$ cat config.mk
export PLATFORM = sky130hd
export DESIGN_NAME = hmm_bems_viterbi_tagger
export DESIGN_NICKNAME = d
export VERILOG_FILES = /design/src/rtl/core/hbvt_pkg.sv /design/src/rtl/core/hbvt_ram.sv /design/src/rtl/core/hmm_bems_viterbi_tagger.sv
export SDC_FILE = /design/constraint.sdc
export NUM_CORES = 2
export LEC_CHECK = 0
export ABC_CLOCK_PERIOD_IN_PS = 37500
export BUFFER_PORTS_ARGS = -buffer_cell sky130_fd_sc_hd__clkbuf_2
export CAP_MARGIN = 40
export CORE_ASPECT_RATIO = 0.75
export CORE_UTILIZATION = 60
export CTS_CLUSTER_DIAMETER = 50
export DETAILED_ROUTE_END_ITERATION = 10
export PLACE_DENSITY = 0.77
export SYNTH_ARGS = -nofsm -noshare
export SYNTH_HDL_FRONTEND = slang
export SYNTH_HIERARCHICAL = 1
export SYNTH_SLANG_ARGS = --single-unit
$ cat constraint.sdc
create_clock -name clk -period 37.5 [get_ports clk]
set_input_delay 7.5 -clock clk [delete_from_list [all_inputs] [get_ports clk]]
set_output_delay 7.5 -clock clk [all_outputs]
set_load 0.02 [all_outputs]
$ cat src/rtl/core/hbvt_pkg.sv
// ----------------------------------------------------------------------------
// hbvt_pkg
// Shared constants, types and score arithmetic for the four-state tagger.
// ----------------------------------------------------------------------------
package hbvt_pkg;

  // sizing
  localparam int MAX_LEN    = 64;
  localparam int EMIT_BITS  = 16;
  localparam int SCORE_BITS = 24;
  localparam int FIELD_BITS = 16;
  localparam int NSTATE     = 4;
  localparam int TAG_BITS   = 2;
  localparam int POS_BITS   = 6;
  localparam int CNT_BITS   = $clog2(MAX_LEN + 1);
  localparam int ADDR_BITS  = $clog2(MAX_LEN);
  localparam int PTR_BITS   = NSTATE * TAG_BITS;
  localparam int CFG_BITS   = NSTATE * FIELD_BITS;
  localparam int IDX_BITS   = 3;
  localparam int IN_BITS    = ((NSTATE * EMIT_BITS + 7) / 8) * 8;
  localparam int OUT_BITS   = ((TAG_BITS + POS_BITS + 7) / 8) * 8;
  localparam int SUM_BITS   = ((SCORE_BITS > EMIT_BITS) ? SCORE_BITS : EMIT_BITS) + 2;

  // types
  typedef logic signed [SCORE_BITS-1:0] score_t;
  typedef logic signed [EMIT_BITS-1:0]  emit_t;
  typedef logic signed [SUM_BITS-1:0]   sum_t;
  typedef logic [TAG_BITS-1:0]          tag_t;

  // tag codes
  localparam tag_t TAG_B = 2'd0;
  localparam tag_t TAG_E = 2'd1;
  localparam tag_t TAG_M = 2'd2;
  localparam tag_t TAG_S = 2'd3;

  // register indexes
  localparam logic [IDX_BITS-1:0] REG_START   = 3'd0;
  localparam logic [IDX_BITS-1:0] REG_TRANS_B = 3'd1;
  localparam logic [IDX_BITS-1:0] REG_TRANS_E = 3'd2;
  localparam logic [IDX_BITS-1:0] REG_TRANS_M = 3'd3;
  localparam logic [IDX_BITS-1:0] REG_TRANS_S = 3'd4;

  // score limits, minimum means impossible
  localparam score_t SCORE_MIN = {1'b1, {(SCORE_BITS-1){1'b0}}};
  localparam score_t SCORE_MAX = {1'b0, {(SCORE_BITS-1){1'b1}}};
  localparam sum_t   SAT_LO    = {{(SUM_BITS-SCORE_BITS){1'b1}}, SCORE_MIN};
  localparam sum_t   SAT_HI    = {{(SUM_BITS-SCORE_BITS){1'b0}}, SCORE_MAX};

  // clamp a wide sum into the score range
  function automatic score_t sat_score(input sum_t v);
    score_t r;
    if (v < SAT_LO) begin
      r = SCORE_MIN;
    end else if (v > SAT_HI) begin
      r = SCORE_MAX;
    end else begin
      r = v[SCORE_BITS-1:0];
    end
    return r;
  endfunction

endpackage

$ cat src/rtl/core/hbvt_ram.sv
// ----------------------------------------------------------------------------
// hbvt_ram
// Generic single-write, single-read RAM with registered read data.
// ----------------------------------------------------------------------------
module hbvt_ram #(
  parameter int WIDTH = 8,
  parameter int DEPTH = 64
) (
  input  logic                     clk,
  input  logic                     wr_en,
  input  logic [$clog2(DEPTH)-1:0] wr_addr,
  input  logic [WIDTH-1:0]         wr_data,
  input  logic                     rd_en,
  input  logic [$clog2(DEPTH)-1:0] rd_addr,
  output logic [WIDTH-1:0]         rd_data
);

  logic [WIDTH-1:0] mem [DEPTH];

  // write port
  always_ff @(posedge clk) begin
    if (wr_en) begin
      mem[wr_addr] <= wr_data;
    end
  end

  // registered read port
  always_ff @(posedge clk) begin
    if (rd_en) begin
      rd_data <= mem[rd_addr];
    end
  end

endmodule

$ cat src/rtl/core/hmm_bems_viterbi_tagger.sv
// ----------------------------------------------------------------------------
// hmm_bems_viterbi_tagger
// Four-state (B, E, M, S) log-domain Viterbi decoder with traceback.
// ----------------------------------------------------------------------------
// One character item is taken while the decoder is idle; it is accepted and
// then makes four passes of the single add-compare-select unit, one pass per
// destination state. When the item closes a sentence (tlast, or MAX_LEN
// characters), the end state is picked and each tag then takes a back
// pointer RAM read, then the output item, which waits while the output side
// stalls. Tags come out last position first; the tag for position zero carries
// tlast. No clearing pass is needed after reset.
module hmm_bems_viterbi_tagger (
  input  logic                            clk,
  input  logic                            rst,
  // configuration write channel
  input  logic                            cfg_valid,
  output logic                            cfg_ready,
  input  logic [hbvt_pkg::IDX_BITS-1:0]   cfg_index,
  input  logic [hbvt_pkg::CFG_BITS-1:0]   cfg_data,
  // character items in
  input  logic                            s_axis_tvalid,
  output logic                            s_axis_tready,
  input  logic [hbvt_pkg::IN_BITS-1:0]    s_axis_tdata,  // emit_b, emit_e, emit_m, emit_s
  input  logic                            s_axis_tlast,  // last
  // tag items out
  output logic                            m_axis_tvalid,
  input  logic                            m_axis_tready,
  output logic [hbvt_pkg::OUT_BITS-1:0]   m_axis_tdata,  // tag, position
  output logic                            m_axis_tlast   // final_res
);

  import hbvt_pkg::*;

  // sequencer states
  localparam logic [2:0] S_IDLE   = 3'd0;
  localparam logic [2:0] S_ACS    = 3'd1;
  localparam logic [2:0] S_END    = 3'd2;
  localparam logic [2:0] S_TB_RD  = 3'd3;
  localparam logic [2:0] S_TB_OUT = 3'd4;

  logic [2:0]            state;
  logic [TAG_BITS-1:0]   dst;
  logic [CNT_BITS-1:0]   char_count;
  logic [CNT_BITS-1:0]   count_inc;
  score_t                path [NSTATE];
  score_t                next_sc [NSTATE];
  logic [PTR_BITS-1:0]   ptrs;
  emit_t                 emit_r [NSTATE];
  logic                  last_r;
  tag_t                  cur;
  logic [ADDR_BITS-1:0]  pos;

  logic [CFG_BITS-1:0]   start_r;
  logic [CFG_BITS-1:0]   trans_r [NSTATE];

  score_t                cand [NSTATE];
  score_t                init_sc;
  score_t                win_lo;
  score_t                win_hi;
  tag_t                  arg_lo;
  tag_t                  arg_hi;
  score_t                best;
  tag_t                  best_arg;

  logic                  bp_wr_en;
  logic                  bp_rd_en;
  logic [PTR_BITS-1:0]   bp_rd_data;
  logic                  out_fire;

  // configuration registers
  assign cfg_ready = 1'b1;

  always_ff @(posedge clk) begin
    if (rst) begin
      start_r <= '0;
      for (int k = 0; k < NSTATE; k++) begin
        trans_r[k] <= '0;
      end
    end else if (cfg_valid) begin
      case (cfg_index)
        REG_START:   start_r    <= cfg_data;
        REG_TRANS_B: trans_r[0] <= cfg_data;
        REG_TRANS_E: trans_r[1] <= cfg_data;
        REG_TRANS_M: trans_r[2] <= cfg_data;
        REG_TRANS_S: trans_r[3] <= cfg_data;
        default: ;
      endcase
    end
  end

  // shared add-compare-select unit for destination state dst
  always_comb begin
    sum_t tr;
    sum_t em;
    em = SUM_BITS'(emit_r[dst]);
    for (int p = 0; p < NSTATE; p++) begin
      tr = SUM_BITS'($signed(trans_r[p][FIELD_BITS*dst +: FIELD_BITS]));
      if (path[p] == SCORE_MIN) begin
        cand[p] = SCORE_MIN;
      end else begin
        cand[p] = sat_score(SUM_BITS'(path[p]) + tr + em);
      end
    end
    init_sc = sat_score(SUM_BITS'($signed(start_r[FIELD_BITS*dst +: FIELD_BITS])) + em);
    // pairwise compare, the lower source keeps a tie
    if (cand[1] > cand[0]) begin
      win_lo = cand[1];
      arg_lo = TAG_E;
    end else begin
      win_lo = cand[0];
      arg_lo = TAG_B;
    end
    if (cand[3] > cand[2]) begin
      win_hi = cand[3];
      arg_hi = TAG_S;
    end else begin
      win_hi = cand[2];
      arg_hi = TAG_M;
    end
    if (win_hi > win_lo) begin
      best     = win_hi;
      best_arg = arg_hi;
    end else begin
      best     = win_lo;
      best_arg = arg_lo;
    end
    // nothing beats impossible: pointer defaults to E
    if (best == SCORE_MIN) begin
      best_arg = TAG_E;
    end
  end

  assign count_inc = char_count + 1'b1;
  assign out_fire  = m_axis_tvalid && m_axis_tready;

  // sequencer
  always_ff @(posedge clk) begin
    if (rst) begin
      state      <= S_IDLE;
      dst        <= '0;
      char_count <= '0;
      for (int k = 0; k < NSTATE; k++) begin
        path[k] <= SCORE_MIN;
      end
    end else begin
      case (state)
        S_IDLE: begin
          if (s_axis_tvalid) begin
            dst   <= '0;
            state <= S_ACS;
          end
        end
        S_ACS: begin
          if (char_count == '0) begin
            next_sc[dst] <= init_sc;
          end else begin
            next_sc[dst] <= best;
          end
          ptrs[TAG_BITS*dst +: TAG_BITS] <= best_arg;
          dst <= dst + 1'b1;
          if (dst == TAG_S) begin
            path[0] <= next_sc[0];
            path[1] <= next_sc[1];
            path[2] <= next_sc[2];
            path[3] <= (char_count == '0) ? init_sc : best;
            char_count <= count_inc;
            if (last_r || count_inc == CNT_BITS'(MAX_LEN)) begin
              state <= S_END;
            end else begin
              state <= S_IDLE;
            end
          end
        end
        S_END: begin
          cur   <= (path[TAG_E] < path[TAG_S]) ? TAG_S : TAG_E;
          pos   <= ADDR_BITS'(char_count - 1'b1);
          state <= S_TB_RD;
        end
        S_TB_RD: begin
          state <= S_TB_OUT;
        end
        S_TB_OUT: begin
          if (out_fire) begin
            if (pos == '0) begin
              char_count <= '0;
              for (int k = 0; k < NSTATE; k++) begin
                path[k] <= SCORE_MIN;
              end
              state <= S_IDLE;
            end else begin
              cur   <= bp_rd_data[TAG_BITS*cur +: TAG_BITS];
              pos   <= pos - 1'b1;
              state <= S_TB_RD;
            end
          end
        end
        default: state <= S_IDLE;
      endcase
    end
  end

  // input item capture
  always_ff @(posedge clk) begin
    if (s_axis_tvalid && s_axis_tready) begin
      for (int k = 0; k < NSTATE; k++) begin
        emit_r[k] <= s_axis_tdata[EMIT_BITS*k +: EMIT_BITS];
      end
      last_r <= s_axis_tlast;
    end
  end

  // back pointer store, one entry of four pointers per character after the first
  assign bp_wr_en = (state == S_ACS) && (dst == TAG_S) && (char_count != '0);
  assign bp_rd_en = (state == S_TB_RD);

  hbvt_ram #(
    .WIDTH (PTR_BITS),
    .DEPTH (MAX_LEN)
  ) u_bp_ram (
    .clk     (clk),
    .wr_en   (bp_wr_en),
    .wr_addr (ADDR_BITS'(char_count)),
    .wr_data ({best_arg, ptrs[PTR_BITS-TAG_BITS-1:0]}),
    .rd_en   (bp_rd_en),
    .rd_addr (pos),
    .rd_data (bp_rd_data)
  );

  // handshakes and result item
  assign s_axis_tready = (state == S_IDLE);
  assign m_axis_tvalid = (state == S_TB_OUT);
  assign m_axis_tdata  = OUT_BITS'({POS_BITS'(pos), cur});
  assign m_axis_tlast  = (pos == '0);

  // checks
  a_no_overlap: assert property (@(posedge clk) disable iff (rst)
    s_axis_tready |-> !m_axis_tvalid)
    else $error("input taken while a tag is pending");

  a_run_cleared: assert property (@(posedge clk) disable iff (rst)
    (out_fire && m_axis_tlast) |=> (char_count == '0 && s_axis_tready))
    else $error("run not cleared after final tag");

  a_count_bound: assert property (@(posedge clk) disable iff (rst)
    char_count <= CNT_BITS'(MAX_LEN))
    else $error("character count beyond limit");

  a_pos_step: assert property (@(posedge clk) disable iff (rst)
    (out_fire && !m_axis_tlast) |=> ##1
      (m_axis_tvalid && m_axis_tdata[7:2] == $past(m_axis_tdata[7:2], 2) - 6'd1))
    else $error("traceback position did not step down by one");

endmodule
==> metrics <==
Mapped Cells 4372; Final Non-Filler Cells 5848; worst stage delay on the critical path 0.81 ns; Clock Tree Buf Depth 3; clk root buf clkbuf_16; R2R cell count 37; Post-DRT Antenna Nets 0; CP required 38.04 ns; Worst Hold Depth 2; # port buffers 147; DIE WIDTH 358 um; nature of the critical path startpoint flip-flop; combinational group share of total power 0.536; arrival time at the worst endpoint 14.79 ns; total via count in the routed design 40200; Num CTS Buffers 105; leakage 22.4 nW; Synth area leaders edfxtp_1, mux4_2, ha_1, dfxtp_1, and2_1; EDFF count, synth 975; Setup crit end kind flip-flop; layout net count 4975; Mapped Nets 4827; Final Hold Viols 0; largest net degree at the start of global routing 84; cell row count 97; CTS tree built; reg-to-reg slack, setup 23.25 ns; Reg power frac 0.284; Crit Path Class reg -> reg; peak supply drop 0.000272 V; starting density of the core 0.609; Int Pwr 3.33 mW; Vias/cell 6.87; TNS Setup 0 ns; pwr dens 97.0 nW/um^2; remaining global-route overflow 0; Cell variety after synth 105; htree depth 3; Syn. warnings 6; actual slew at the worst max-slew pin 1.16 ns; Period minus WS final 14.25 ns; sequential-to-total area share from yosys stat 0.557; Final Skew 0.0575 ns; Setup violations, final 0; PostCTS Resize Cnt 0; initial DRC count 6015; global-route wire length before repair 257 mm; synthesized flop and latch total 1101; post-DP HPWL 128 mm; HP Class reg -> reg; Post-Syn Area 57100 sq um; leading area contributor after synthesis edfxtp_1; final slew viol count 0; hold_sp start_r[62]; Clock Latency Late Sink 0.74 ns; max_slew headroom 0.226; Slowest cell on crit path a31o_1; gr usage total 0.367; clk sinks 1101; Most used DFF post-synth edfxtp_1; RSZ-0062 raised after global routing no; fraction of registers with async set or reset after synthesis 0; I/O pin count 149; area of the core 93800 sq um; DIE AREA 96500 sq um; Avg WL per Cell 30.1 um; CP max FO 42; initial antenna violation count 9; status finished clean; Die Y 269 um; fmax 0.0702 GHz; Worst-path clk slew 0.07 ns; reg2reg start dst[0]; Psw 2.80 mW; Hold Buf Count CTS 0; Reg-to-Reg End u_bp_ram/mem[16][6]; placed cell count 5646; # DRC 0; clock power share 0.180; post-synth top area share 0.512; area grow syn2layout 10.4%; final worst path period share 0.380; # fillers 6567; setup bufs post-CTS 0; Net Sw Frac 0.457; share of cells above drive strength 1 0.158; Initial DRT Pass Iterations 6; Fin Hold WS 0.455 ns; max cap viols 0; vias in the first global route 37300; mean area per synthesized cell 13.1 sq um; routability-driven placement congestion ratio 1.04; Hold Path End start_r[62]; Post-Route WL 176 mm
-- cells in the mapped netlist (all sizes together) (49+ instances only) --
cell type / n
edfxtp: 975
nand2: 374
and2: 326
a21oi: 315
nor2: 255
mux4: 224
ha: 217
o21ai: 183
clkbuf: 158
dfxtp: 126
fa: 101
inv: 97
buf: 67
a21o: 64
nand3: 64
xnor2: 57
nor3: 55
a211oi: 49
-- routing by layer --
layer  part of all wire  global-route usage  up-vias
met2               0.40               0.485     2915
met1               0.42               0.588    20000
met5            0.00040                   0        -
li1                   -                   -    17000
met4              0.022              0.0776       12
met3               0.15               0.119      303
-- cell usage in the layout, fill, tap and decap left out, types with 63 or more instances in the layout --
master,instances
and2_1,323
a21oi_1,310
edfxtp_1,975
inv_1,97
ha_1,217
mux4_2,224
clkbuf_2,146
dfxtp_1,124
clkbuf_16,107
nor2_1,251
nand2_1,373
a21o_1,63
o21ai_0,151
fa_1,101
buf_4,99
-- worst max path at each step --
| stage | start | endpoint | slack [ns] | cells past startpoint |
|---|---|---|---|---|
| floorplan | flip-flop | u_bp_ram/mem[0][7] | 24.81 | 40 |
| global placement | dst[0] | u_bp_ram/mem[24][6] | 23.17 | 41 |
| detailed placement | dst[0] | u_bp_ram/mem[25][6] | 23.59 | 38 |
| CTS | dst[0] | u_bp_ram/mem[63][6] | 23.52 | 38 |
| global route | dst[0] | u_bp_ram/mem[57][6] | 22.36 | 37 |
| finish | dst[0] | u_bp_ram/mem[16][6] | 23.25 | 37 |
-- final cells by class --
cell class,count,area [sq um],share of cell area
inverters,98,368,0.00583
diodes,5,12.5,0.000198
repair buffers,266,1770,0.0281
clock buffers,137,2850,0.0452
multi-input cells,2948,24000,0.381
flip-flops and latches,1101,31800,0.504
well taps,1237,1550,0.0245
clock inverters,56,713,0.0113
-- registers in the layout (all words and copies together) (netlist names), named ones only --
register / flops
path: 96
pos: 6
last_r: 1
state: 3
start_r: 64
char_count: 7
trans_r: 256
dst: 2
emit_r: 64
cur: 2
u_bp_ram/mem: 512
next_sc: 72
u_bp_ram/rd_data: 8
ptrs: 6
-- logic make-up (layout without fill, tap and decap cells) --
kind of cell,after synthesis,in the layout,synth area share
other,1,6,0.0000656
AO/OA/AOI/OAI,951,951,0.108
adder cells (fa/ha/maj),318,318,0.0829
AND/OR/NAND/NOR,1304,1304,0.115
multiplexers,289,289,0.100
buffers and inverters,323,557,0.0241
XOR/XNOR,85,85,0.0130
flip-flops,1101,1101,0.557
-- through the flow --
stage	total power [mW]	setup slack [ns]	util	instance area [sq um]
global route	6.33	22.36	0.673	63100
global placement	4.85	23.17	0.629	59000
finish	6.12	23.25	0.673	63100
floorplan	3.74	24.81	-	57100
detailed placement	4.88	23.59	0.634	59500
CTS	5.98	23.52	0.672	63100
-- critical path, delay by kind of cell (launching register included) --
kind                       cells  cell delay [ns]
AOI/OAI and AO/OA             17             6.35
muxes                          1             0.74
DFF                            1             0.63
buffers and inverters          5             2.12
and+or+nand+nor               10             2.76
adders and majority gates      4             1.36
-- power groups by stage --
stage          combinational [mW]  sequential, mW  clock (mW)
3_3_place_gp                 3.08            1.77           0
4_1_cts                      3.14            1.74        1.10
2_1_floorplan                1.95            1.79           0
5_1_grt                      3.44            1.74        1.15
3_5_place_dp                 3.11            1.77           0
6_report                     3.28            1.74        1.10
No activity file was read; power rests on OpenSTA's default activity.
